<file path="config.mk">
export PLATFORM = sky130hd
export DESIGN_NAME = escaped_display_stream_parser_unit
export DESIGN_NICKNAME = d
export VERILOG_FILES = /design/src/edsp_pkg.sv /design/src/escaped_display_stream_parser_unit.sv /design/src/edsp_front.sv /design/src/edsp_queue.sv /design/src/edsp_back.sv
export SDC_FILE = /design/constraint.sdc
export NUM_CORES = 1
export LEC_CHECK = 0
export ABC_AREA = 1
export BUFFER_PORTS_ARGS = -buffer_cell sky130_fd_sc_hd__clkbuf_2
export CAP_MARGIN = 15
export CORE_MARGIN = 10
export CORE_UTILIZATION = 45
export CTS_CLUSTER_DIAMETER = 150
export CTS_CLUSTER_SIZE = 30
export DETAILED_ROUTE_END_ITERATION = 10
export PLACE_DENSITY = 0.74
export SYNTH_ARGS = -nofsm -noshare
export SYNTH_HDL_FRONTEND = slang
export SYNTH_HIERARCHICAL = 1
export SYNTH_SLANG_ARGS = --single-unit
</file>
<file path="constraint.sdc">
create_clock -name clk_i -period 2.9 [get_ports clk_i]
set_input_delay 0.435 -clock clk_i [delete_from_list [all_inputs] [get_ports clk_i]]
set_output_delay 0.435 -clock clk_i [all_outputs]
set_load 0.03 [all_outputs]
</file>
<file path="src/edsp_pkg.sv">
// shared types, codes and the operation sequence table of the escaped display stream parser
package edsp_pkg;

  localparam logic [7:0] ESCAPE_CODE     = 8'hAA;
  localparam logic [7:0] ESC_ESCAPE_CODE = 8'hA9;
  localparam logic [7:0] START_CODE      = 8'hA0;
  localparam logic [7:0] CMD_AUTO_OFF    = 8'hB2;
  localparam logic [7:0] CMD_AUTO_WRITE  = 8'hB0;
  localparam logic [7:0] CMD_SET_ADDRESS = 8'h24;
  localparam logic [7:0] START_ADDR_LOW  = 8'h00;
  localparam logic [7:0] START_ADDR_HIGH = 8'h08;
  localparam logic [7:0] BRIGHT_LIMIT_RST = 8'd100;

  localparam int unsigned StepW = 2;

  typedef enum logic [1:0] {
    MODE_ESCAPE     = 2'd0,
    MODE_BRIGHTNESS = 2'd1,
    MODE_WRITE      = 2'd2,
    MODE_ERROR      = 2'd3
  } mode_e;

  typedef enum logic [1:0] {
    OP_DATA    = 2'd0,
    OP_COMMAND = 2'd1,
    OP_BRIGHT  = 2'd2
  } op_kind_e;

  typedef enum logic [1:0] {
    JOB_DATA   = 2'd0,
    JOB_START  = 2'd1,
    JOB_BRIGHT = 2'd2
  } job_kind_e;

  typedef struct packed {
    job_kind_e  kind;
    logic [7:0] value;
  } job_t;

  typedef struct packed {
    op_kind_e   kind;
    logic [7:0] value;
    logic       last;
  } op_t;

  // operation number step of a job
  function automatic op_t job_op(input job_t job, input logic [StepW-1:0] step);
    op_t op;
    op.kind  = OP_DATA;
    op.value = job.value;
    op.last  = 1'b1;
    case (job.kind)
      JOB_START: begin
        op.last = (step == 2'd3);
        case (step)
          2'd0: begin
            op.kind  = OP_COMMAND;
            op.value = CMD_AUTO_OFF;
          end
          2'd1: begin
            op.kind  = OP_DATA;
            op.value = START_ADDR_LOW;
          end
          2'd2: begin
            op.kind  = OP_DATA;
            op.value = START_ADDR_HIGH;
          end
          default: begin
            op.kind  = OP_COMMAND;
            op.value = CMD_SET_ADDRESS;
          end
        endcase
      end
      JOB_BRIGHT: begin
        op.last = (step == 2'd1);
        if (step == 2'd0) begin
          op.kind  = OP_BRIGHT;
          op.value = job.value;
        end else begin
          op.kind  = OP_COMMAND;
          op.value = CMD_AUTO_WRITE;
        end
      end
      default: begin
        op.kind  = OP_DATA;
        op.value = job.value;
        op.last  = 1'b1;
      end
    endcase
    return op;
  endfunction

endpackage

</file>
<file path="src/escaped_display_stream_parser_unit.sv">
// top level of the escaped display stream parser
// the first bus operation of a byte passes through the job queue and then into the output register
// one bus operation per cycle while jobs wait and the output is not stalled; a byte gives one to four
// operations (start sequence four, brightness two, data one, bytes without operations none)
// the job queue lets bytes keep arriving while the sequencer works through a start sequence
// reset: mode goes to error, brightness limit to 100, queue and output register empty
module escaped_display_stream_parser_unit
  import edsp_pkg::*;
#(
  parameter int unsigned QueueDepth = 4
) (
  input  logic       clk_i,
  input  logic       rst_ni,
  input  logic [7:0] rx_byte_i,
  input  logic       in_valid_i,
  output logic       in_stall_o,
  input  logic       cfg_valid_i,
  output logic       cfg_ready_o,
  input  logic [7:0] cfg_data_i,
  output logic [1:0] op_kind_o,
  output logic [7:0] op_value_o,
  output logic       last_op_o,
  output logic       out_valid_o,
  input  logic       out_stall_i
);

  logic q_full, q_push, q_pop, q_valid;
  job_t push_job, head_job;

  edsp_front u_front (
    .clk_i      (clk_i),
    .rst_ni     (rst_ni),
    .rx_byte_i  (rx_byte_i),
    .in_valid_i (in_valid_i),
    .in_stall_o (in_stall_o),
    .cfg_valid_i(cfg_valid_i),
    .cfg_ready_o(cfg_ready_o),
    .cfg_data_i (cfg_data_i),
    .q_full_i   (q_full),
    .push_o     (q_push),
    .push_job_o (push_job)
  );

  edsp_queue #(
    .Depth(QueueDepth)
  ) u_queue (
    .clk_i     (clk_i),
    .rst_ni    (rst_ni),
    .push_i    (q_push),
    .push_job_i(push_job),
    .full_o    (q_full),
    .pop_i     (q_pop),
    .valid_o   (q_valid),
    .head_o    (head_job)
  );

  edsp_back u_back (
    .clk_i      (clk_i),
    .rst_ni     (rst_ni),
    .q_valid_i  (q_valid),
    .q_head_i   (head_job),
    .pop_o      (q_pop),
    .op_kind_o  (op_kind_o),
    .op_value_o (op_value_o),
    .last_op_o  (last_op_o),
    .out_valid_o(out_valid_o),
    .out_stall_i(out_stall_i)
  );

endmodule

</file>
<file path="src/edsp_front.sv">
// front end: mode tracking, byte classification and the brightness limit register
module edsp_front
  import edsp_pkg::*;
(
  input  logic       clk_i,
  input  logic       rst_ni,
  input  logic [7:0] rx_byte_i,
  input  logic       in_valid_i,
  output logic       in_stall_o,
  input  logic       cfg_valid_i,
  output logic       cfg_ready_o,
  input  logic [7:0] cfg_data_i,
  input  logic       q_full_i,
  output logic       push_o,
  output job_t       push_job_o
);

  mode_e      mode_q, mode_d;
  logic [7:0] limit_q;
  logic       accept;

  assign in_stall_o  = q_full_i;
  assign cfg_ready_o = 1'b1;
  assign accept      = in_valid_i && !q_full_i;

  always_ff @(posedge clk_i or negedge rst_ni) begin
    if (!rst_ni) begin
      mode_q <= MODE_ERROR;
    end else begin
      mode_q <= mode_d;
    end
  end

  always_ff @(posedge clk_i or negedge rst_ni) begin
    if (!rst_ni) begin
      limit_q <= BRIGHT_LIMIT_RST;
    end else if (cfg_valid_i && cfg_ready_o) begin
      limit_q <= cfg_data_i;
    end
  end

  always_comb begin
    mode_d           = mode_q;
    push_o           = 1'b0;
    push_job_o.kind  = JOB_DATA;
    push_job_o.value = rx_byte_i;
    if (accept) begin
      if (rx_byte_i == ESCAPE_CODE) begin
        mode_d = MODE_ESCAPE;
      end else begin
        case (mode_q)
          MODE_ESCAPE: begin
            if (rx_byte_i == ESC_ESCAPE_CODE) begin
              push_o           = 1'b1;
              push_job_o.kind  = JOB_DATA;
              push_job_o.value = ESCAPE_CODE;
              mode_d           = MODE_WRITE;
            end else if (rx_byte_i == START_CODE) begin
              push_o          = 1'b1;
              push_job_o.kind = JOB_START;
              mode_d          = MODE_BRIGHTNESS;
            end else begin
              mode_d = MODE_ERROR;
            end
          end
          MODE_BRIGHTNESS: begin
            if (rx_byte_i <= limit_q) begin
              push_o          = 1'b1;
              push_job_o.kind = JOB_BRIGHT;
              mode_d          = MODE_WRITE;
            end else begin
              mode_d = MODE_ERROR;
            end
          end
          MODE_WRITE: begin
            push_o = 1'b1;
          end
          default: begin
            mode_d = MODE_ERROR;
          end
        endcase
      end
    end
  end

`ifndef NO_ASSERTIONS
  a_escape_enters_escape: assert property (@(posedge clk_i) disable iff (!rst_ni)
    accept && rx_byte_i == ESCAPE_CODE |=> mode_q == MODE_ESCAPE)
    else $error("escape byte did not enter escape mode");

  a_push_needs_room: assert property (@(posedge clk_i) disable iff (!rst_ni)
    push_o |-> accept && !q_full_i)
    else $error("job pushed without a transfer or into a full queue");
`endif

endmodule

</file>
<file path="src/edsp_queue.sv">
// short job queue between the front and back ends
module edsp_queue
  import edsp_pkg::*;
#(
  parameter int unsigned Depth = 4
) (
  input  logic clk_i,
  input  logic rst_ni,
  input  logic push_i,
  input  job_t push_job_i,
  output logic full_o,
  input  logic pop_i,
  output logic valid_o,
  output job_t head_o
);

  localparam int unsigned AW = (Depth > 1) ? $clog2(Depth) : 1;
  localparam int unsigned CW = $clog2(Depth + 1);
  localparam logic [AW-1:0] LastIdx = AW'(Depth - 1);
  localparam logic [CW-1:0] FullCnt = CW'(Depth);

  job_t          mem_q [Depth];
  logic [AW-1:0] wr_ptr_q, rd_ptr_q;
  logic [CW-1:0] count_q;
  logic          do_push, do_pop;

  assign full_o  = (count_q == FullCnt);
  assign valid_o = (count_q != '0);
  assign head_o  = mem_q[rd_ptr_q];
  assign do_push = push_i && !full_o;
  assign do_pop  = pop_i && valid_o;

  always_ff @(posedge clk_i) begin
    if (do_push) begin
      mem_q[wr_ptr_q] <= push_job_i;
    end
  end

  always_ff @(posedge clk_i or negedge rst_ni) begin
    if (!rst_ni) begin
      wr_ptr_q <= '0;
      rd_ptr_q <= '0;
      count_q  <= '0;
    end else begin
      if (do_push) begin
        wr_ptr_q <= (wr_ptr_q == LastIdx) ? '0 : wr_ptr_q + 1'b1;
      end
      if (do_pop) begin
        rd_ptr_q <= (rd_ptr_q == LastIdx) ? '0 : rd_ptr_q + 1'b1;
      end
      if (do_push && !do_pop) begin
        count_q <= count_q + 1'b1;
      end else if (do_pop && !do_push) begin
        count_q <= count_q - 1'b1;
      end
    end
  end

`ifndef NO_ASSERTIONS
  a_count_bound: assert property (@(posedge clk_i) disable iff (!rst_ni)
    count_q <= FullCnt)
    else $error("queue count beyond depth");
`endif

endmodule

</file>
<file path="src/edsp_back.sv">
// back end: steps through each job's bus operations into the output register
module edsp_back
  import edsp_pkg::*;
(
  input  logic       clk_i,
  input  logic       rst_ni,
  input  logic       q_valid_i,
  input  job_t       q_head_i,
  output logic       pop_o,
  output logic [1:0] op_kind_o,
  output logic [7:0] op_value_o,
  output logic       last_op_o,
  output logic       out_valid_o,
  input  logic       out_stall_i
);

  logic             busy_q, busy_d;
  job_t             job_q, job_d;
  logic [StepW-1:0] step_q, step_d;
  logic             out_valid_q, out_valid_d;
  op_t              out_q, out_d;
  job_t             src_job;
  logic [StepW-1:0] src_step;
  logic             src_valid;
  logic             load;
  op_t              op;

  assign src_job   = busy_q ? job_q : q_head_i;
  assign src_step  = busy_q ? step_q : '0;
  assign src_valid = busy_q || q_valid_i;
  assign load      = !out_valid_q || !out_stall_i;
  assign op        = job_op(src_job, src_step);

  always_comb begin
    busy_d      = busy_q;
    job_d       = job_q;
    step_d      = step_q;
    out_valid_d = out_valid_q;
    out_d       = out_q;
    pop_o       = 1'b0;
    if (load) begin
      out_valid_d = src_valid;
      out_d       = op;
      if (src_valid) begin
        pop_o = !busy_q;
        if (op.last) begin
          busy_d = 1'b0;
          step_d = '0;
        end else begin
          busy_d = 1'b1;
          job_d  = src_job;
          step_d = src_step + 1'b1;
        end
      end
    end
  end

  always_ff @(posedge clk_i or negedge rst_ni) begin
    if (!rst_ni) begin
      busy_q      <= 1'b0;
      step_q      <= '0;
      out_valid_q <= 1'b0;
    end else begin
      busy_q      <= busy_d;
      step_q      <= step_d;
      out_valid_q <= out_valid_d;
    end
  end

  always_ff @(posedge clk_i) begin
    job_q <= job_d;
    out_q <= out_d;
  end

  assign out_valid_o = out_valid_q;
  assign op_kind_o   = out_q.kind;
  assign op_value_o  = out_q.value;
  assign last_op_o   = out_q.last;

`ifndef NO_ASSERTIONS
  a_busy_multi_op: assert property (@(posedge clk_i) disable iff (!rst_ni)
    busy_q |-> job_q.kind != JOB_DATA && step_q != '0)
    else $error("sequencer busy on a single operation job");

  a_pop_only_idle: assert property (@(posedge clk_i) disable iff (!rst_ni)
    pop_o |-> !busy_q && q_valid_i)
    else $error("queue popped while a job is in progress");
`endif

endmodule

</file>
Word-level counts from Yosys, hierarchy flattened
Memory sizes are Yosys's and may differ from the RTL's.
Index checks and enable logic that the tools add are counted.
Storage, ports and cells
  flip-flop bits (word level): 42
  RAM bits: 40
  output and inout port bits: 14
  logic and storage cells: 89
  memories kept: 1
Memory list
  u_queue.mem_q: words 4, width 10, rd ports 1, clocked after Yosys merged registers in 0, write ports 1, RTL line edsp_queue.sv:22  | job_t mem_q [Depth];
Cells by class
  add/sub/neg operators: 5
  order comparisons: 1
  equal/unequal tests: 14
  muxes and demuxes: 34
  bitwise operators: 1
  reductions and logical operators: 20
Operators by type and width (count)
  $mux W10: 4
  $pmux W9 S3: 1
  $eq A8 B8 Y1 const B: 3
  $pmux W11 S2: 1
  $mux W2: 9
  $mux W8: 2
  $eq A2 B2 Y1 const B: 6
  $mux W1: 12
  $le A8 B8 Y1: 1
  $add A2 B1 Y2 const B: 3
  $eq A2 B1 Y1 const B: 3
  $logic_not A1 Y1: 6
  $mux W3: 2
  $pmux W2 S3: 1
  $logic_and A1 B1 Y1: 5
  $logic_not A2 Y1: 2
  $pmux W2 S2: 1
  $reduce_and A2 Y1: 2
  $add A3 B1 Y3 const B: 1
  $eq A3 B3 Y1 const B: 1
  $pmux W1 S3: 1
  $reduce_and A3 Y1: 1
  $reduce_bool A3 Y1: 1
  $sub A3 B1 Y3 const B: 1
  4 further kinds: 5

Depth between registers and ports, before layout
  depth after elaboration: 11
  mapped depth: 22
  mapped depth without buffers: 22

Hierarchy
Netlist, hierarchy kept.
Modules (own cells, without submodules)
  edsp_queue: times used 1, cells an instance 176, area an instance 2070.7 µm²
  edsp_back: times used 1, cells an instance 113, area an instance 1171.1 µm²
  edsp_front: times used 1, cells an instance 117, area an instance 809.5 µm²

Least setup slack after synthesis
Ideal clock, no wire load.
  path kind: register -> register
  from: register u_queue.rd_ptr_q[0]
  to: register u_back/job_q[0] (netlist name) (enable)
  library setup time: 376 ps
  arrival: 2140 ps
  path slack: 384 ps
  cell stages (with the launch flop): 11
  path buffers: 2
  clock period less this slack: 2516 ps
  cells stage by stage: dfrtp_1 > buf_6 > buf_6 > o211ai_1 > nand2_1 > o21ai_2 > inv_1 > ha_1 > a21oi_1 > nand2_1 > nor2_1
RTL lines
  from (decl): RTL line edsp_queue.sv:23  | logic [AW-1:0] wr_ptr_q, rd_ptr_q;
  from (signal assigned): RTL line edsp_queue.sv:49  | rd_ptr_q <= (rd_ptr_q == LastIdx) ? '0 : rd_ptr_q + 1'b1;
  to (signal assigned): RTL line edsp_back.sv:71  | job_q <= job_d;
  to (decl): RTL line edsp_back.sv:18  | job_t job_q, job_d;

Worst setup path after layout
  from: register u_front.limit_q[5]
  to: register u_queue.count_q[1]
Between the ends
  cells in the longest elaborated chain, start to end: 9
  elaborated cells on any way between the ends: 11
Ends and longest elaborated chain
  from (decl): RTL line edsp_front.sv:19  | logic [7:0] limit_q;
  from (signal assigned): RTL line edsp_front.sv:38  | limit_q <= cfg_data_i;
  $le A8 B8 Y1 *: RTL line edsp_front.sv:67  | if (rx_byte_i <= limit_q) begin
  $mux W1 *: RTL line edsp_front.sv:67
  $pmux W1 S3 *: RTL line edsp_front.sv:51  | case (mode_q)
  $mux W1 *: RTL line edsp_front.sv:48  | if (rx_byte_i == ESCAPE_CODE) begin
  $mux W1 *: RTL line edsp_front.sv:47  | if (accept) begin
  via q_push: RTL line escaped_display_stream_parser_unit.sv:27  | logic q_full, q_push, q_pop, q_valid;
  $logic_and A1 B1 Y1 *: RTL line edsp_queue.sv:30  | assign do_push = push_i && !full_o;
  via u_queue.do_push: RTL line edsp_queue.sv:25  | logic do_push, do_pop;
  $logic_not A1 Y1: RTL line edsp_queue.sv:53  | end else if (do_pop && !do_push) begin
  $logic_and A1 B1 Y1: RTL line edsp_queue.sv:53
  $reduce_bool A2 Y1 (no source line)
  to (signal assigned): RTL line edsp_queue.sv:52  | count_q <= count_q + 1'b1;
  to (signal assigned): RTL line edsp_queue.sv:54  | count_q <= count_q - 1'b1;
  to (decl): RTL line edsp_queue.sv:24  | logic [CW-1:0] count_q;
The timed path passes the listed nets; every way through them passes the cells marked *.
A chain may end at the register's enable or synchronous reset.

==> results <==
- The shortest period the worst path allows is 2640 ps.
- In the finished design, the share of the clock period the worst path needs comes to 0.911.
- The number of hold buffers added after CTS was 0.
- 0 antenna diodes ended up in the layout.
- The number of DRC violations after detailed routing is 0.
- The gate count after technology mapping is 406.
- IR analysis of the VDD net gives a maximum drop of 0.000383 V.
- The number of placed instances, taps included is 541.
- The later pin in the worst-skew pair is clocked with a latency of 350 ps.
- The final layout net count is 484.
- The path class of the tightest hold or removal check is input port to asynchronous set/reset pin.
- The final total negative setup slack is 0 ps.
- The number of global-route vias before repair was 2761.
- The maximum fanout count along the critical path is 7.
- The most used flip-flop cell after synthesis is sky130_fd_sc_hd__edfxtp_1.
- The maximum number of buffers from clock root to sink is 2.
- The chip width is 115 µm.
- The final wirelength is 7.17 mm.
- The leakage power is 2.09 nW.
- Summing all multi-input logic gate instances after layout gives 0.00131 mm².
- The die is 115 µm tall.
- The count of nets left with antenna violations once routing finished came out at 0.
- Routability-driven placement finished with a final weighted congestion of 0.843.
- The capture point of the worst reg-to-reg path is u_queue/count_q[1].
- The pin slew with the least headroom to its limit is 529 ps.
- The number of cell rows is 34.
- The detailed placer's ending HPWL is 5.36 mm.
- The worst setup slack for register-to-register paths is 260 ps.
- The number of violations reported at the end of detailed-routing iteration 0 is 124.
- Derived from the worst setup path, the maximum achievable clock frequency is 379 MHz.
- Setup repair after global routing left no endpoint under its margin.
- The total count of max-transition violations in the final report came to 0.
- The initial antenna violation count is 0.
- The share of synthesized area in the top cell type comes to 0.452.
- The post-CTS clock slew at the launch and capture registers of the worst setup and hold paths is 80 ps.
- The cell area after technology mapping is 0.00405 mm².
- The kind of critical path is register to register.
- The critical path's largest stage delay is 530 ps.
- The all-layer global routing usage is 0.113.
- The share of the core filled with cells in the final layout is 0.519.
- For this run, asynchronously set or reset flops after synthesis account for 0.256.
- Leaving out filler cells and counting taps, the final layout contains 557.
- The filler cell count in the final layout is 770.
- The number of synthesized register bits is 82.
- Setup violations remaining at the end of the flow were counted as 0.
- Clock skew on the completed layout was measured at 8.28 ps.
- The area used by sequential logic in the layout is 0.00236 mm².
- The wire length of the first global-routing pass is 12.2 mm.
- The register area share after synthesis is 0.583.
- Clock tree synthesis selected as its root buffer the cell sky130_fd_sc_hd__clkbuf_8.
- Port buffering added 33 buffers.
- The die covers 0.0132 mm².
- The share of post-route cells with drive strength above 1 is 0.189.
- The worst pin sits at a relative slew slack of 0.648.
- CTS saw 82 sinks.
- Data on the critical path arrives at its endpoint at 2910 ps.
- The overall overflow remaining after global route is 0.
- The worst setup path is captured at a register.
- Traced cell by cell, the critical path runs through inv_1, ha_1, a21oi_1, nor2_1, nor2_1, nand2_1, nand2_2, nand3_2, nand2_2, nand2_2, inv_1, ha_1, inv_1, fa_2, nand2_1, o21ai_0.
- TritonCTS built the clock tree.
- For this configuration, the core starts out at a cell density of 0.462.
- The first detailed-routing pass took 4 iterations.
- The number of top-level design ports is 35.
- The number of enable flip-flop cells after synthesis is 61.
- The worst setup path is launched from a register.
- At the worst endpoint, the required time is 3160 ps.
- For this design the ratio of total power to cell area is 1060 mW/mm².
- Dividing the detail-routed wire length by the instance count gives 12.9 µm.
- Counting every net in the synthesized netlist gives 446.
- In this run, CTS created clock tree buffers numbering 9.
- The total count of hold-check failures in the final report is 0.
- The total of warnings raised by yosys is 6.
- The flow ran to the end, and the final reports show no timing, DRC or antenna violations.
- The worst register-to-register path begins at u_front/limit_q[5].
- The routed layout has 2735 vias.
- Dividing the synthesized area by the synthesized cell count gives 9.98 µm².
- The core region is 0.00876 mm².
- The area growth from synthesis to final layout is 12.4%.
- Counting cells, the worst reg-to-reg path comes to 16.
- The number of max-cap violations is 0.
- Yosys attributes the largest share of cell area to sky130_fd_sc_hd__edfxtp_1 45%, sky130_fd_sc_hd__dfrtp_1 9.9%, sky130_fd_sc_hd__nand2_1 9.3%.
- The number of distinct standard cells referenced by the synthesized netlist is 37.
- The post-detailed-route via-to-cell ratio is 4.91.
- The largest area contributor in the netlist is sky130_fd_sc_hd__edfxtp_1.
- The cell with the largest stage delay on the worst path is sky130_fd_sc_hd__dfstp_2.
- Entering global routing, the biggest net connects 33 pins.
- The number of levels in the clock H-tree is 3.
synthesized netlist by cell type (all sizes together) (5+ instances only):
| cell | count |
|---|---|
| a21oi | 7 |
| and2 | 5 |
| buf | 9 |
| clkbuf | 8 |
| dfrtp | 16 |
| dfstp | 5 |
| edfxtp | 61 |
| ha | 18 |
| inv | 72 |
| nand2 | 103 |
| nand3 | 12 |
| nand4 | 7 |
| nor2 | 29 |
| o211ai | 20 |
| o21ai | 19 |
| or2 | 5 |
where the power goes:
part	switching, mW	internal [mW]
combinational	1.35	0.697
clock	0.412	0.468
sequential	0.144	1.77
total	1.91	2.94
cells in the final DEF, fill, tap and decap left out, types with 2 or more instances in the layout:
| cell type | netlist | routed |
|---|---|---|
| sky130_fd_sc_hd__nand2_1 | 100 | 97 |
| sky130_fd_sc_hd__inv_1 | 70 | 70 |
| sky130_fd_sc_hd__edfxtp_1 | 61 | 61 |
| sky130_fd_sc_hd__clkbuf_2 | 0 | 33 |
| sky130_fd_sc_hd__nor2_1 | 28 | 28 |
| sky130_fd_sc_hd__o211ai_1 | 19 | 19 |
| sky130_fd_sc_hd__ha_1 | 18 | 18 |
| sky130_fd_sc_hd__dfrtp_1 | 16 | 16 |
| sky130_fd_sc_hd__o21ai_0 | 13 | 13 |
| sky130_fd_sc_hd__nand3_1 | 12 | 11 |
| sky130_fd_sc_hd__buf_4 | 3 | 11 |
| sky130_fd_sc_hd__clkbuf_8 | 1 | 9 |
| sky130_fd_sc_hd__nand4_1 | 7 | 7 |
| sky130_fd_sc_hd__a21oi_1 | 6 | 6 |
| sky130_fd_sc_hd__nand2_2 | 3 | 6 |
| sky130_fd_sc_hd__and2_1 | 5 | 5 |
| sky130_fd_sc_hd__dfstp_2 | 5 | 5 |
| sky130_fd_sc_hd__or2_1 | 4 | 4 |
| sky130_fd_sc_hd__clkbuf_16 | 0 | 3 |
| sky130_fd_sc_hd__o21ai_2 | 3 | 3 |
| sky130_fd_sc_hd__o21ai_1 | 3 | 3 |
| sky130_fd_sc_hd__clkinv_4 | 0 | 2 |
| sky130_fd_sc_hd__clkinv_2 | 0 | 2 |
| sky130_fd_sc_hd__inv_2 | 2 | 2 |
sequential cells by signal, summed over array words and instances, names as in the netlist, 2 cells and up:
signal / cells
u_front/mode_q: 2
u_back/job_q: 10
u_queue/wr_ptr_q: 2
u_back/op_kind_o: 2
u_queue/count_q: 3
u_queue/mem_q: 40
u_back/op_value_o: 8
u_front/limit_q: 8
u_back/step_q: 2
u_queue/rd_ptr_q: 2
per-stage QoR:
step | setup WS (ps) | total power [mW] | hold slack (ps) | instance area, µm²
floorplan | 384 | 3.49 | 139 | 4050
global placement | 274 | 3.88 | 429 | 4310
detailed placement | 118 | 3.99 | 441 | 4310
CTS | 162 | 4.88 | 54.5 | 4540
global route | 14.4 | 5.24 | 58.9 | 4550
finish | 259 | 4.84 | 44.1 | 4550
worst max-delay path: cells and delay by family (launching register included):
family	cells	cell delay (ps)
flops	1	530
fa+ha+maj	3	960
buf+inv	3	200
simple gates	8	630
compound gates	2	230
timing repair:
| item | 4_1_cts | 5_1_grt |
|---|---|---|
| gates resized for setup | 0 | 5 |
| setup endpoints to repair | 0 | 2 |
| buffers inserted | 0 | 0 |
cell type report:
type / count / area share
Clock buffer: 12 / 0.0437
Clock inverter: 4 / 0.00605
Inverter: 72 / 0.0594
Multi-Input combinational cell: 235 / 0.288
Sequential cell: 82 / 0.519
Tap cell: 108 / 0.0297
Timing Repair Buffer: 44 / 0.0544
worst max path at each step:
| stage | start | end | slack (ps) |
|---|---|---|---|
| 6_report | u_front/limit_q[5] | u_queue/count_q[1] | 260 |
| 5_1_grt | u_front/limit_q[5] | u_queue/count_q[2] | 10 |
| 4_1_cts | u_front/limit_q[5] | u_queue/count_q[2] | 160 |
| 3_5_place_dp | rx_byte_i[3] | u_queue/count_q[2] | 120 |
| 3_3_place_gp | rx_byte_i[5] | u_queue/count_q[2] | 270 |
| 2_1_floorplan | u_queue/rd_ptr_q[0] | u_back/job_q[0] | 380 |
kinds of logic (layout without fill, tap and decap cells):
family          count (synthesis)  after routing  share of synthesized area
simple gates                  165            165                      0.175
buf+inv                        89            132                     0.0973
flops                          82             82                      0.583
compound gates                 48             48                     0.0775
fa+ha+maj                      19             19                     0.0605
other cells                     1              1                   0.000926
xor+xnor                        1              1                    0.00216
mux                             1              1                    0.00278
per-layer routing:
metal / up-vias / track usage / share of wire
met3: 15 / 0.0422 / 0.087
met2: 72 / 0.191 / 0.47
met4: 0 / 0.0454 / 0.017
li1: 1393 / - / -
met1: 1255 / 0.125 / 0.42
met5: - / 0 / 0
Note: power is estimated with default switching activity, not from simulation.
